<file path="src/hw/rtl/zps_pkg.sv">
// Package for the encoder zero-set / zero-reset power-cycle sequencer.
// Holds the sequencer step type, register indexes and counter constants.
// No dependencies.
`default_nettype none

package zps_pkg;

	// Width of the tick counter, and of the timing registers
	localparam int COUNT_WIDTH = 16;
	localparam int TICK_WIDTH  = 16;
	localparam int CMP_WIDTH   = (COUNT_WIDTH > TICK_WIDTH) ? COUNT_WIDTH : TICK_WIDTH;

	// Configuration port
	localparam int CFG_IDX_WIDTH = 2;

	typedef enum logic [CFG_IDX_WIDTH-1:0] {
		REG_OFF_TICKS  = 2'd0,
		REG_ON_TICKS   = 2'd1,
		REG_DONE_TICKS = 2'd2
	} cfg_reg_t;

	localparam logic [TICK_WIDTH-1:0] OFF_TICKS_RST  = TICK_WIDTH'(200);
	localparam logic [TICK_WIDTH-1:0] ON_TICKS_RST   = TICK_WIDTH'(500);
	localparam logic [TICK_WIDTH-1:0] DONE_TICKS_RST = TICK_WIDTH'(100);

	// Sequencer phases
	typedef enum logic [2:0] {
		ST_IDLE      = 3'd0,
		ST_START     = 3'd1,
		ST_OFF_WAIT  = 3'd2,
		ST_ON_HOLD   = 3'd3,
		ST_DONE_HOLD = 3'd4
	} step_t;

endpackage : zps_pkg

`default_nettype wire

</file>
<file path="src/hw/rtl/zps_cmd_if.sv">
// Command channel: one tick with host command bits per beat.
// valid/ready handshake; no dependencies.
`default_nettype none

interface zps_cmd_if;
	logic valid;
	logic ready;
	logic set_trigger;
	logic reset_trigger;
	logic manual_enable;
	logic force_set;
	logic force_reset;
	logic force_power;

	modport source (
		output valid, set_trigger, reset_trigger, manual_enable,
		output force_set, force_reset, force_power,
		input  ready
	);
	modport sink (
		input  valid, set_trigger, reset_trigger, manual_enable,
		input  force_set, force_reset, force_power,
		output ready
	);
endinterface : zps_cmd_if

`default_nettype wire

</file>
<file path="src/hw/rtl/zps_status_if.sv">
// Status channel: pin levels, flags and phase LEDs after each tick, one per beat.
// valid/ready handshake; no dependencies.
`default_nettype none

interface zps_status_if;
	logic valid;
	logic ready;
	logic zero_set_pin;
	logic zero_reset_pin;
	logic power_pin;
	logic busy_flag;
	logic done_flag;
	logic manual_status;
	logic led_phase_one;
	logic led_phase_two;
	logic led_phase_three;

	modport source (
		output valid, zero_set_pin, zero_reset_pin, power_pin,
		output busy_flag, done_flag, manual_status,
		output led_phase_one, led_phase_two, led_phase_three,
		input  ready
	);
	modport sink (
		input  valid, zero_set_pin, zero_reset_pin, power_pin,
		input  busy_flag, done_flag, manual_status,
		input  led_phase_one, led_phase_two, led_phase_three,
		output ready
	);
endinterface : zps_status_if

`default_nettype wire

</file>
<file path="src/hw/rtl/encoder_zero_power_cycle_sequencer.sv">
// Encoder zero-set / zero-reset power-cycle sequencer, top level.
// Depends on zps_pkg, zps_cmd_if and zps_status_if.
//
// Usage:
//  - cmd carries one tick per beat: set/reset triggers, manual enable and the
//    three manual pin levels. status returns exactly one beat per tick with
//    the pin levels, busy/done/manual flags and phase LEDs after that tick.
//  - cfg_we/cfg_index/cfg_data write off_ticks (0), on_ticks (1) and
//    done_ticks (2); other indexes are ignored. Write only while idle.
//  - An accepted tick is registered in the input register; its status beat is
//    presented from the result register once that register has room.
//  - Throughput: one tick per cycle unless status stalls. The sequencer state, the
//    saturating tick counter and its single compare against the selected
//    register all update in the cycle the tick leaves the input register.
//  - When status stalls, the result register holds and the input register
//    still takes one more tick; cmd.ready then drops until status drains.
//  - Reset (arst_n low) clears both registers' valid bits, returns to idle
//    with pins set 0 / reset 0 / power 1, flags and LEDs off, and loads the
//    register defaults 200, 500 and 100.
`default_nettype none

module encoder_zero_power_cycle_sequencer
	import zps_pkg::*;
(
	input  wire logic                     clk,
	input  wire logic                     arst_n,
	input  wire logic                     cfg_we,
	input  wire logic [CFG_IDX_WIDTH-1:0] cfg_index,
	input  wire logic [TICK_WIDTH-1:0]    cfg_data,
	zps_cmd_if.sink                       cmd,
	zps_status_if.source                  status
);

	// Configuration registers
	logic [TICK_WIDTH-1:0] off_ticks_q, on_ticks_q, done_ticks_q;

	always_ff @(posedge clk or negedge arst_n) begin
		if (!arst_n) begin
			off_ticks_q  <= OFF_TICKS_RST;
			on_ticks_q   <= ON_TICKS_RST;
			done_ticks_q <= DONE_TICKS_RST;
		end else if (cfg_we) begin
			unique case (cfg_index)
				REG_OFF_TICKS:  off_ticks_q  <= cfg_data;
				REG_ON_TICKS:   on_ticks_q   <= cfg_data;
				REG_DONE_TICKS: done_ticks_q <= cfg_data;
				default: ;
			endcase
		end
	end

	// Handshake: input register s1, result register s2
	logic valid_s1, valid_s2;
	logic adv_s1;

	assign adv_s1    = valid_s1 && (!valid_s2 || status.ready);
	assign cmd.ready = !valid_s1 || adv_s1;

	logic set_trig_s1, rst_trig_s1, manual_s1, f_set_s1, f_rst_s1, f_pwr_s1;

	always_ff @(posedge clk or negedge arst_n) begin
		if (!arst_n) begin
			valid_s1 <= 1'b0;
		end else if (cmd.ready) begin
			valid_s1 <= cmd.valid;
		end
	end

	always_ff @(posedge clk) begin
		if (cmd.ready && cmd.valid) begin
			set_trig_s1 <= cmd.set_trigger;
			rst_trig_s1 <= cmd.reset_trigger;
			manual_s1   <= cmd.manual_enable;
			f_set_s1    <= cmd.force_set;
			f_rst_s1    <= cmd.force_reset;
			f_pwr_s1    <= cmd.force_power;
		end
	end

	// Sequencer state
	step_t                  step_q, step_d;
	logic [COUNT_WIDTH-1:0] cnt_q, cnt_d;
	logic                   set_chosen_q, set_chosen_d;
	logic                   pin_set_q, pin_rst_q, pin_pwr_q;
	logic                   pin_set_d, pin_rst_d, pin_pwr_d;
	logic                   busy_q, done_q, manual_q;
	logic                   busy_d, done_d, manual_d;
	logic                   led1_q, led2_q, led3_q;
	logic                   led1_d, led2_d, led3_d;

	// Commands only count while idle
	logic is_idle, trig_set, trig_rst, man_en;

	assign is_idle  = (step_q == ST_IDLE);
	assign trig_set = set_trig_s1 && is_idle;
	assign trig_rst = rst_trig_s1 && is_idle;
	assign man_en   = manual_s1 && is_idle;

	// Saturating counter increment and phase-end compare
	logic [COUNT_WIDTH-1:0] cnt_inc;
	logic [TICK_WIDTH-1:0]  limit;
	logic                   reached;

	always_comb begin
		cnt_inc = (cnt_q == {COUNT_WIDTH{1'b1}}) ? cnt_q : cnt_q + COUNT_WIDTH'(1);
		case (step_q)
			ST_OFF_WAIT: limit = off_ticks_q;
			ST_ON_HOLD:  limit = on_ticks_q;
			default:     limit = done_ticks_q;
		endcase
		reached = (CMP_WIDTH'(cnt_inc) >= CMP_WIDTH'(limit));
	end

	// Next step
	always_comb begin
		step_d = step_q;
		unique case (step_q)
			ST_IDLE:      if (!man_en && (trig_set || trig_rst)) step_d = ST_START;
			ST_START:     step_d = ST_OFF_WAIT;
			ST_OFF_WAIT:  if (reached) step_d = ST_ON_HOLD;
			ST_ON_HOLD:   if (reached) step_d = ST_DONE_HOLD;
			ST_DONE_HOLD: if (reached) step_d = ST_IDLE;
			default:      step_d = ST_IDLE;
		endcase
	end

	// Pins, flags, LEDs and counter for this tick
	always_comb begin
		cnt_d        = cnt_q;
		set_chosen_d = set_chosen_q;
		pin_set_d    = pin_set_q;
		pin_rst_d    = pin_rst_q;
		pin_pwr_d    = pin_pwr_q;
		busy_d       = busy_q;
		done_d       = done_q;
		manual_d     = 1'b0;
		led1_d       = led1_q;
		led2_d       = led2_q;
		led3_d       = led3_q;

		// manual pin control, idle only
		if (is_idle) begin
			manual_d  = man_en;
			pin_set_d = man_en ? f_set_s1 : 1'b0;
			pin_rst_d = man_en ? f_rst_s1 : 1'b0;
			pin_pwr_d = man_en ? f_pwr_s1 : 1'b1;
		end

		unique case (step_q)
			ST_IDLE: begin
				if (!man_en && (trig_set || trig_rst)) begin
					set_chosen_d = trig_set;
					busy_d       = 1'b1;
					done_d       = 1'b0;
				end
			end
			ST_START: begin
				pin_pwr_d = 1'b0;
				pin_set_d = set_chosen_q;
				pin_rst_d = !set_chosen_q;
				cnt_d     = '0;
			end
			ST_OFF_WAIT: begin
				led1_d = 1'b1;
				cnt_d  = cnt_inc;
				if (reached) begin
					pin_pwr_d = 1'b1;
					cnt_d     = '0;
				end
			end
			ST_ON_HOLD: begin
				led1_d = 1'b0;
				led2_d = 1'b1;
				cnt_d  = cnt_inc;
				if (reached) begin
					pin_set_d = 1'b0;
					pin_rst_d = 1'b0;
					busy_d    = 1'b0;
					done_d    = 1'b1;
					cnt_d     = '0;
				end
			end
			ST_DONE_HOLD: begin
				led2_d = 1'b0;
				led3_d = 1'b1;
				cnt_d  = cnt_inc;
				if (reached) begin
					done_d = 1'b0;
					led1_d = 1'b0;
					led2_d = 1'b0;
					led3_d = 1'b0;
				end
			end
			default: begin
				led1_d = 1'b0;
				led2_d = 1'b0;
				led3_d = 1'b0;
			end
		endcase
	end

	// State update once per tick
	always_ff @(posedge clk or negedge arst_n) begin
		if (!arst_n) begin
			step_q       <= ST_IDLE;
			cnt_q        <= '0;
			set_chosen_q <= 1'b0;
			pin_set_q    <= 1'b0;
			pin_rst_q    <= 1'b0;
			pin_pwr_q    <= 1'b1;
			busy_q       <= 1'b0;
			done_q       <= 1'b0;
			manual_q     <= 1'b0;
			led1_q       <= 1'b0;
			led2_q       <= 1'b0;
			led3_q       <= 1'b0;
		end else if (adv_s1) begin
			step_q       <= step_d;
			cnt_q        <= cnt_d;
			set_chosen_q <= set_chosen_d;
			pin_set_q    <= pin_set_d;
			pin_rst_q    <= pin_rst_d;
			pin_pwr_q    <= pin_pwr_d;
			busy_q       <= busy_d;
			done_q       <= done_d;
			manual_q     <= manual_d;
			led1_q       <= led1_d;
			led2_q       <= led2_d;
			led3_q       <= led3_d;
		end
	end

	// Result register
	logic set_s2, rst_s2, pwr_s2, busy_s2, done_s2, manual_s2, led1_s2, led2_s2, led3_s2;

	always_ff @(posedge clk or negedge arst_n) begin
		if (!arst_n) begin
			valid_s2 <= 1'b0;
		end else if (!valid_s2 || status.ready) begin
			valid_s2 <= valid_s1;
		end
	end

	always_ff @(posedge clk) begin
		if (adv_s1) begin
			set_s2    <= pin_set_d;
			rst_s2    <= pin_rst_d;
			pwr_s2    <= pin_pwr_d;
			busy_s2   <= busy_d;
			done_s2   <= done_d;
			manual_s2 <= manual_d;
			led1_s2   <= led1_d;
			led2_s2   <= led2_d;
			led3_s2   <= led3_d;
		end
	end

	assign status.valid           = valid_s2;
	assign status.zero_set_pin    = set_s2;
	assign status.zero_reset_pin  = rst_s2;
	assign status.power_pin       = pwr_s2;
	assign status.busy_flag       = busy_s2;
	assign status.done_flag       = done_s2;
	assign status.manual_status   = manual_s2;
	assign status.led_phase_one   = led1_s2;
	assign status.led_phase_two   = led2_s2;
	assign status.led_phase_three = led3_s2;

	// Checks
	a_busy_not_manual: assert property (@(posedge clk) disable iff (!arst_n)
		busy_q |-> !manual_q)
		else $error("manual status set during sequence");

	a_busy_done_excl: assert property (@(posedge clk) disable iff (!arst_n)
		!(busy_q && done_q))
		else $error("busy and done both set");

	a_off_wait_power: assert property (@(posedge clk) disable iff (!arst_n)
		(step_q == ST_OFF_WAIT) |-> (!pin_pwr_q && (pin_set_q != pin_rst_q)))
		else $error("power or zero lines wrong in off wait");

	a_led_onehot: assert property (@(posedge clk) disable iff (!arst_n)
		$onehot0({led1_q, led2_q, led3_q}))
		else $error("more than one phase LED on");

	a_adv_gives_result: assert property (@(posedge clk) disable iff (!arst_n)
		adv_s1 |=> valid_s2)
		else $error("tick advanced without a result beat");

endmodule : encoder_zero_power_cycle_sequencer

`default_nettype wire

</file>
<file path="src/flat_wrapper.sv">
// flat-port wrapper written by rule: the top's interface ports become plain ports
module encoder_zero_power_cycle_sequencer_flat import zps_pkg::*;
  (clk, arst_n, cfg_we, cfg_index, cfg_data, cmd_valid, cmd_set_trigger, cmd_reset_trigger, cmd_manual_enable, cmd_force_set, cmd_force_reset, cmd_force_power, cmd_ready, status_valid, status_zero_set_pin, status_zero_reset_pin, status_power_pin, status_busy_flag, status_done_flag, status_manual_status, status_led_phase_one, status_led_phase_two, status_led_phase_three, status_ready);
  zps_cmd_if cmd_i ();
  zps_status_if status_i ();
  input  wire logic clk;
  input  wire logic arst_n;
  input  wire logic cfg_we;
  input  wire logic [CFG_IDX_WIDTH-1:0] cfg_index;
  input  wire logic [TICK_WIDTH-1:0] cfg_data;
  input wire logic [$bits(cmd_i.valid)-1:0] cmd_valid;
  input wire logic [$bits(cmd_i.set_trigger)-1:0] cmd_set_trigger;
  input wire logic [$bits(cmd_i.reset_trigger)-1:0] cmd_reset_trigger;
  input wire logic [$bits(cmd_i.manual_enable)-1:0] cmd_manual_enable;
  input wire logic [$bits(cmd_i.force_set)-1:0] cmd_force_set;
  input wire logic [$bits(cmd_i.force_reset)-1:0] cmd_force_reset;
  input wire logic [$bits(cmd_i.force_power)-1:0] cmd_force_power;
  output wire logic [$bits(cmd_i.ready)-1:0] cmd_ready;
  output wire logic [$bits(status_i.valid)-1:0] status_valid;
  output wire logic [$bits(status_i.zero_set_pin)-1:0] status_zero_set_pin;
  output wire logic [$bits(status_i.zero_reset_pin)-1:0] status_zero_reset_pin;
  output wire logic [$bits(status_i.power_pin)-1:0] status_power_pin;
  output wire logic [$bits(status_i.busy_flag)-1:0] status_busy_flag;
  output wire logic [$bits(status_i.done_flag)-1:0] status_done_flag;
  output wire logic [$bits(status_i.manual_status)-1:0] status_manual_status;
  output wire logic [$bits(status_i.led_phase_one)-1:0] status_led_phase_one;
  output wire logic [$bits(status_i.led_phase_two)-1:0] status_led_phase_two;
  output wire logic [$bits(status_i.led_phase_three)-1:0] status_led_phase_three;
  input wire logic [$bits(status_i.ready)-1:0] status_ready;
  assign cmd_i.valid = cmd_valid;
  assign cmd_i.set_trigger = cmd_set_trigger;
  assign cmd_i.reset_trigger = cmd_reset_trigger;
  assign cmd_i.manual_enable = cmd_manual_enable;
  assign cmd_i.force_set = cmd_force_set;
  assign cmd_i.force_reset = cmd_force_reset;
  assign cmd_i.force_power = cmd_force_power;
  assign cmd_ready = cmd_i.ready;
  assign status_valid = status_i.valid;
  assign status_zero_set_pin = status_i.zero_set_pin;
  assign status_zero_reset_pin = status_i.zero_reset_pin;
  assign status_power_pin = status_i.power_pin;
  assign status_busy_flag = status_i.busy_flag;
  assign status_done_flag = status_i.done_flag;
  assign status_manual_status = status_i.manual_status;
  assign status_led_phase_one = status_i.led_phase_one;
  assign status_led_phase_two = status_i.led_phase_two;
  assign status_led_phase_three = status_i.led_phase_three;
  assign status_i.ready = status_ready;
  encoder_zero_power_cycle_sequencer u_core (.clk(clk), .arst_n(arst_n), .cfg_we(cfg_we), .cfg_index(cfg_index), .cfg_data(cfg_data), .cmd(cmd_i), .status(status_i));
endmodule
</file>
<file path="config.mk">
export PLATFORM = sky130hd
export DESIGN_NAME = encoder_zero_power_cycle_sequencer_flat
export DESIGN_NICKNAME = d
export VERILOG_FILES = /design/src/hw/rtl/zps_pkg.sv /design/src/hw/rtl/zps_cmd_if.sv /design/src/hw/rtl/zps_status_if.sv /design/src/hw/rtl/encoder_zero_power_cycle_sequencer.sv /design/src/flat_wrapper.sv
export SDC_FILE = /design/constraint.sdc
export NUM_CORES = 1
export LEC_CHECK = 0
export ABC_CLOCK_PERIOD_IN_PS = 3300
export BUFFER_PORTS_ARGS = -buffer_cell sky130_fd_sc_hd__buf_2
export CAP_MARGIN = 20
export CORE_MARGIN = 4
export CORE_UTILIZATION = 56
export CTS_BUF_LIST = sky130_fd_sc_hd__clkbuf_4
export CTS_CLUSTER_DIAMETER = 100
export DETAILED_ROUTE_END_ITERATION = 7
export GPL_TIMING_DRIVEN = 0
export PLACE_DENSITY_LB_ADDON = 0.05
export SLEW_MARGIN = 15
export SYNTH_ARGS = -nofsm -noshare
export SYNTH_HDL_FRONTEND = slang
export SYNTH_SLANG_ARGS = --single-unit
export TNS_END_PERCENT = 50
</file>
<file path="constraint.sdc">
create_clock -name clk -period 3.3 [get_ports clk]
set_input_delay 0.165 -clock clk [delete_from_list [all_inputs] [get_ports clk]]
set_output_delay 0.165 -clock clk [all_outputs]
set_load 0.02 [all_outputs]
</file>
==> impl_results.md, run 1 <==
- Period utilization: 103%
- Detailed-route via count: 3957
- Total die area: 10300 um^2
- Crit Path Max Fanout: 5
- Ports: 40
- # rows: 33
- Design Area, Final: 6300 um^2
- Clk_skew: 0.0251 ns
- PnR worst setup slack: -0.113 ns
- Fmax: 0.293 GHz
- Crit path time final: 3.41 ns
- Outcome: finished with violations
- Fin cells: 663
- Total grt overflow: 0
- Placer Congestion: 0.891
- PD cells: 631 nW/um^2
- Initial DRC Count: 206
- Port Buf Inserts: 39
- Die X: 101 um
- Setup Crit Path Kind: reg -> reg
- Post-synth top flop: dfrtp_1
- Synth area leader: dfrtp_1
- Initial Utilization: 58.4%
- Max cap viols: 0
- Top cells by area, synth: dfrtp_1 33%, mux2_2 12%, edfxtp_1 9.2%
- H-tree levels: 3
- TritonCTS buffer count: 9
- Largest stage delay on the critical path: 0.46 ns
- Setup violators final: 23
- Clk Latency, worst-skew pair: 0.47 ns
- Worst R2R Setup Slack: -0.11 ns
- Die height: 101 um
- Drt pass-1 iters: 6
- Initial antenna violation count: 0
- Post-DP Area: 5270 um^2
- Layout cells sized above 1: 41.4%
- Syn_nets: 484
- CTS root buf: clkbuf_4
- Worst flop-to-flop path startpoint: u_core.cnt_q[0]
- Total power: 3.98 mW
- Final hold vios: 0
- Pleak: 2.67 nW
- Most common cell in the netlist: dfrtp_1
- Clock slew at reported path FFs: 0.15 ns
- Crit-path cells: buf_4, nand4_1, nor2_4, nand4_1, mux2_2, ha_4, and4_4, o211ai_1, o32ai_4, o31ai_4, buf_6, nor2_4, o32ai_2
- DRC viols: 0
- Post-synth top area share: 33.4%
- CP delay by family, top: simple AND/OR/NAND/NOR gates
- Synth Warn #: 0
- Post-synth EDFFs: 15
- Antenna-violating nets left: 0
- Crit path arrival time: 3.75 ns
- Dpl cells: 583
- Post-DP HPWL: 7700 um
- CTS tree: done
- CP max-delay cell: o32ai_4
- Crit end category: flip-flop
- P&R area growth vs syn: 29.4%
- Register bit total from synthesis: 93
- Unrepaired setup endpoints after global routing: true
- RR Endpoint: u_core.cnt_q[1]
- Clock Sinks: 93
- Relative slew slack: 33.2%
- Required @ worst endpoint: 3.64 ns
- WL final: 12000 um
- Cell depth of the worst setup path: 13
- Hold slack: 0.128 ns
- Reg2Reg Depth: 13
- Slew @ Worst Pin: 1.00 ns
- Vias/cell: 5.97
- Post-layout net count: 599
- Mean Syn Cell Area: 11.1 um^2
- VDD IR max: 374 uV
- Asr flop ratio synth: 83.9%
- First-pass GRT wire length: 19000 um
- Vias in the first global route: 4001
- Core area: 8340 um^2
- Total track usage: 23.5%
- Largest net degree at the start of global routing: 58
- Buf/Inv on CP: 2
- Synth unique cells: 60
- Synthesized area: 4870 um^2
- Slew Limit Fails: 0
- Violated checks: setup timing
- Setup crit start kind: flip-flop
- Ant diodes: 0
- Post-synthesis sequential area ratio: 49.6%
- Hold Crit Class: in -> async
- Synth cell count leaders: 65 x dfrtp_1, 54 x nand2_1, 53 x mux2_2
- Wire per inst: 18.1 um
- Clock Tree Buf Depth: 2
- Final setup TNS: -1.20 ns
- Post-Synthesis Cells: 438
==> routing by layer <==
layer  part of all wire [%]  GRT usage, %  vias to the layer above
met4                    1.5          7.06                        0
met5                      0             0                        -
li1                       -             -                     1855
met1                     43          31.0                     1955
met2                     50          38.5                      128
met3                    5.5          5.79                       19
==> cells in the final DEF (no fill, tap or decap), types with 4 or more instances in the layout <==
| master | n |
|---|---|
| a21oi_1 | 13 |
| a21oi_2 | 5 |
| a32o_1 | 4 |
| buf_2 | 38 |
| buf_4 | 36 |
| buf_6 | 6 |
| clkbuf_1 | 9 |
| clkbuf_2 | 4 |
| clkbuf_4 | 11 |
| dfrtp_1 | 56 |
| dfrtp_2 | 9 |
| dfstp_2 | 13 |
| dlygate4sd3_1 | 26 |
| edfxtp_1 | 15 |
| ha_1 | 14 |
| inv_1 | 10 |
| mux2_2 | 53 |
| mux2i_1 | 16 |
| nand2_1 | 51 |
| nand2b_1 | 5 |
| nand3_1 | 9 |
| nand4_1 | 5 |
| nor2_1 | 15 |
| nor2_2 | 5 |
| nor2_4 | 4 |
| nor3_1 | 4 |
| o21ai_0 | 28 |
| o22ai_1 | 4 |
| o32ai_2 | 5 |
| xnor2_1 | 4 |
| xor2_1 | 4 |
==> where the power goes <==
part           switching, mW  internal [mW]  leakage (nW)
Sequential             0.156           1.43          1.05
Clock                  0.422          0.403         0.104
Combinational          0.841          0.725          1.51
Total                   1.42           2.56          2.67
==> worst max-delay path by stage <==
stage	startpoint	end	slack [ns]
finish	u_core.cnt_q[0]	u_core.cnt_q[1]	-0.11
global route	u_core.cnt_q[0]	u_core.status.busy_flag	-0.22
CTS	u_core.cnt_q[0]	u_core.cnt_q[1]	-0.04
detailed placement	u_core.step_q[0]	u_core.cnt_q[1]	-0.63
global placement	u_core.step_q[0]	u_core.cnt_q[5]	-0.54
floorplan	u_core.cnt_q[0]	u_core.cnt_q[5]	0.01
==> through the flow <==
stage,utilization [%],setup slack [ns]
after floorplan,-,0.0103
after global placement,62.8,-0.540
after detailed placement,63.1,-0.628
after CTS,72.1,-0.0375
after global routing,75.6,-0.217
final,75.6,-0.113
==> layout make-up <==
cell class              count  area (um^2)
flip-flops and latches     93         2430
fillers                   561         2040
clock inverters             6          119
clock buffers              10         75.1
multi-input cells         317         2630
plain buffers              17         91.3
inverters                  11         41.3
well taps                 105          131
repair buffers            104          786
==> cells by family (layout without fill, tap and decap cells) <==
group / count (synthesis) / count (layout) / synth area share (%)
AOI/OAI and AO/OA: 93 / 93 / 13.2
xor gates and xnor gates: 9 / 9 / 1.62
adders and majority gates: 17 / 17 / 4.36
buffers and inverters: 29 / 148 / 2.41
DFF: 93 / 93 / 49.6
muxes: 69 / 69 / 15.5
and+or+nand+nor: 128 / 129 / 13.3
==> flip-flops by register name, indices dropped and copies added, names as in the netlist, 3 cells and up <==
register             count
u_core.cnt_q            16
u_core.done_ticks_q     16
u_core.off_ticks_q      16
u_core.on_ticks_q       16
u_core.step_q            3
==> worst register-to-register path, cell delays in order (launching register included) <==
cell and delay, ns:
dfrtp_2 0.42, buf_4 0.13, nand4_1 0.25, nor2_4 0.24
nand4_1 0.13, mux2_2 0.35, ha_4 0.29, and4_4 0.25
o211ai_1 0.14, o32ai_4 0.46, o31ai_4 0.15, buf_6 0.16
nor2_4 0.21, o32ai_2 0.13
==> what timing repair did <==
action | 4_1_cts | 5_1_grt
cloned | 1 | 1
resized for setup | 40 | 44
hold endpoints to repair | 123 | 0
hold buffers | 26 | 0
pin swaps | 13 | 29
buffers inserted | 22 | 15
endpoints found under the setup margin | 33 | 33
Note: power is estimated with default switching activity, not from simulation.
==> run 2, diff against run 1 <==
--- a/config.mk
+++ b/config.mk
@@ -8,10 +8,12 @@
 export ABC_CLOCK_PERIOD_IN_PS = 3300
 export BUFFER_PORTS_ARGS = -buffer_cell sky130_fd_sc_hd__buf_2
 export CAP_MARGIN = 20
+export CELL_PAD_IN_SITES_DETAIL_PLACEMENT = 1
+export CELL_PAD_IN_SITES_GLOBAL_PLACEMENT = 1
 export CORE_MARGIN = 4
-export CORE_UTILIZATION = 56
+export CORE_UTILIZATION = 45
 export CTS_BUF_LIST = sky130_fd_sc_hd__clkbuf_4
-export CTS_CLUSTER_DIAMETER = 100
+export CTS_CLUSTER_DIAMETER = 150
 export DETAILED_ROUTE_END_ITERATION = 7
 export GPL_TIMING_DRIVEN = 0
 export PLACE_DENSITY_LB_ADDON = 0.05
==> impl_results.md, run 2 (synthesis gave the netlist of run 1 again) <==
- Die height: 112 um (+11%)
- Total track usage: 22.7% (-0.79 points)
- Post-layout net count: 598 (-0.17%)
- Most frequent cells in the layout: 54 x dfrtp_1, 52 x mux2_2, 51 x nand2_1
- Violated checks: setup timing
- DRC viols: 0 (unchanged)
- PnR worst setup slack: -0.180 ns (-0.0669 ns)
- # rows: 37 (+12%)
- Clk_skew: 0.00998 ns (-0.0151 ns)
- Setup violators final: 28 (+22%)
- Antenna-violating nets left: 0 (unchanged)
- Area of the multi-input gates: 2650 um^2 (+0.62%)
- # fillers: 1114 (+99%)
- P&R area growth vs syn: 28.8%
- Core area: 10400 um^2 (+25%)
- Final setup TNS: -2.89 ns (-1.69 ns)
- Slew Limit Fails: 0 (unchanged)
- Outcome: finished with violations
- H-tree levels: 3 (unchanged)
- Vias in the first global route: 4286 (+7.1%)
- Placer Congestion: 0.838 (-6.0%)
- Ant diodes: 0 (unchanged)
- Clk Latency, worst-skew pair: 0.48 ns (about the same)
- Initial DRC Count: 159 (-23%)
- Ports: 40 (unchanged)
- Setup Crit Path Kind: reg -> reg
- Largest net degree at the start of global routing: 55 (-5.2%)
- WL final: 13800 um (+15%)
- Commonest non-fill, non-tap cell in the layout: dfrtp_1
- Unrepaired setup endpoints after global routing: true
- Die X: 112 um (+11%)
- CTS root buf: clkbuf_4
- Pleak: 2.69 nW (+0.80%)
- Initial antenna violation count: 0 (unchanged)
- Setup crit start kind: flip-flop
- PD cells: 606 nW/um^2 (-4.0%)
- Initial Utilization: 46.8% (-12 points)
- Detailed-route via count: 3948 (-0.23%)
- Relative slew slack: 29.1% (-4.1 points)
- Clock slew at reported path FFs: 0.14 ns (about the same)
- Crit path arrival time: 3.87 ns (+0.12 ns)
- Port Buf Inserts: 39 (unchanged)
- Post-DP HPWL: 9020 um (+17%)
- Clock Sinks: 93 (unchanged)
- Hold Crit Class: in -> async
- Fin util: 60.2% (-15 points)
- Drt pass-1 iters: 4 (-2)
- Largest stage delay on the critical path: 0.42 ns (-0.04 ns)
- Max cap viols: 0 (unchanged)
- Wire per inst: 19.9 um (+9.6%)
- Crit end category: flip-flop
- TritonCTS buffer count: 9 (unchanged)
- First-pass GRT wire length: 22500 um (+18%)
- Crit path time final: 3.48 ns (+0.0669 ns)
- Slew @ Worst Pin: 1.06 ns (+0.0616 ns)
- Crit Path Max Fanout: 8 (+3)
- Period utilization: 105% (+2.0 points)
- CTS tree: done
- Most frequent CP cell: nand2_4
- Required @ worst endpoint: 3.69 ns (+0.05 ns)
- Vias/cell: 5.70 (-4.5%)
- VDD IR max: 342 uV (-8.6%)
- Fmax: 0.287 GHz (-1.9%)
- Crit-path cells: ha_4, nand3_4, nor4_4, buf_4, nand2_4, nand4_1, xnor2_2, ha_1, o21a_1, o211ai_1, o32ai_4, o31ai_4, nand2_4, o311ai_2
- CP max-delay cell: dfrtp_2
- Total grt overflow: 0 (unchanged)
- Register area: 2430 um^2 (+0.10%)
- Total die area: 12600 um^2 (+22%)
- Clock Tree Buf Depth: 2 (unchanged)
- Layout cells sized above 1: 42.2% (+0.79 points)
- Final hold vios: 0 (unchanged)
==> run 2: cell count changes in the layout (fill, tap and decap cells not counted), sizes merged <==
cell    change
buf         -1
bufinv      -3
clkbuf      +2
clkinv      +3
inv         -2
==> run 2: what timing repair did <==
action	CTS	global route
gates cloned	1	0
pin swaps	19	23
setup buffers	33	8
endpoints found under the hold margin	128	0
setup endpoints to repair	33	33
gates resized for setup	60	26
hold buffers	26	0
==> run 2: final cells by class <==
class / instances / area share, %
tap: 136 / 2.71
clock buffer: 12 / 1.44
buffer: 17 / 1.46
sequential: 93 / 38.8
timing repair buffer: 103 / 12.3
multi-input combinational: 317 / 42.2
inverter: 11 / 0.658
clock inverter: 4 / 0.439
==> run 2: final timing paths <==
path	startpoint	to	slack (ns)	cells after the start
setup / recovery	u_core.cnt_q[0]	u_core.cnt_q[5]	-0.18	14
max in group asynchronous	arst_n	u_core.on_ticks_q[7]	2.52	3
setup reg to reg	u_core.cnt_q[0]	u_core.cnt_q[5]	-0.18	14
min in group clk	cfg_index[0]	u_core.off_ticks_q[2]	0.14	3
hold / removal	arst_n	u_core.pin_set_q	0.13	2
hold reg to reg	u_core.done_ticks_q[7]	u_core.done_ticks_q[7]	0.52	1
==> run 2: power breakdown <==
group | leakage (nW) | switching [mW] | internal (mW)
registers | 1.05 | 0.163 | 1.43
clock network | 0.0717 | 0.396 | 0.182
logic | 1.57 | 0.890 | 0.739
==> run 2: critical path: cells and delay by family (launching register included) <==
| family | cells | cell delay (ns) |
|---|---|---|
| adder cells (fa/ha/maj) | 2 | 0.42 |
| buffers and inverters | 1 | 0.19 |
| flip-flops | 1 | 0.42 |
| AND/OR/NAND/NOR | 5 | 0.95 |
| XOR/XNOR | 1 | 0.15 |
| AO/OA/AOI/OAI | 5 | 1.26 |
==> run 2: per-layer routing <==
layer	routed length [um]	global-route usage (%)	vias to the layer above
met5	0	0	-
met4	219	6.57	0
met3	422	4.31	19
met2	6980	39.3	81
met1	6160	29.2	2005
li1	-	-	1843
==> run 2: per-stage QoR <==
stage / total power, mW / worst slack, ns / area (um^2) / std cells / hold slack, ns
final: 3.80 / -0.180 / 6270 / 693 / 0.134
after global routing: 4.07 / -0.380 / 6270 / 693 / 0.118
after CTS: 3.72 / -0.0118 / 6130 / 689 / 0.106
after detailed placement: 2.98 / -0.854 / 5310 / 614 / 0.100
after global placement: 2.88 / -0.686 / 5280 / 613 / 0.343
after floorplan: 2.56 / 0.0103 / 4910 / 438 / -0.131
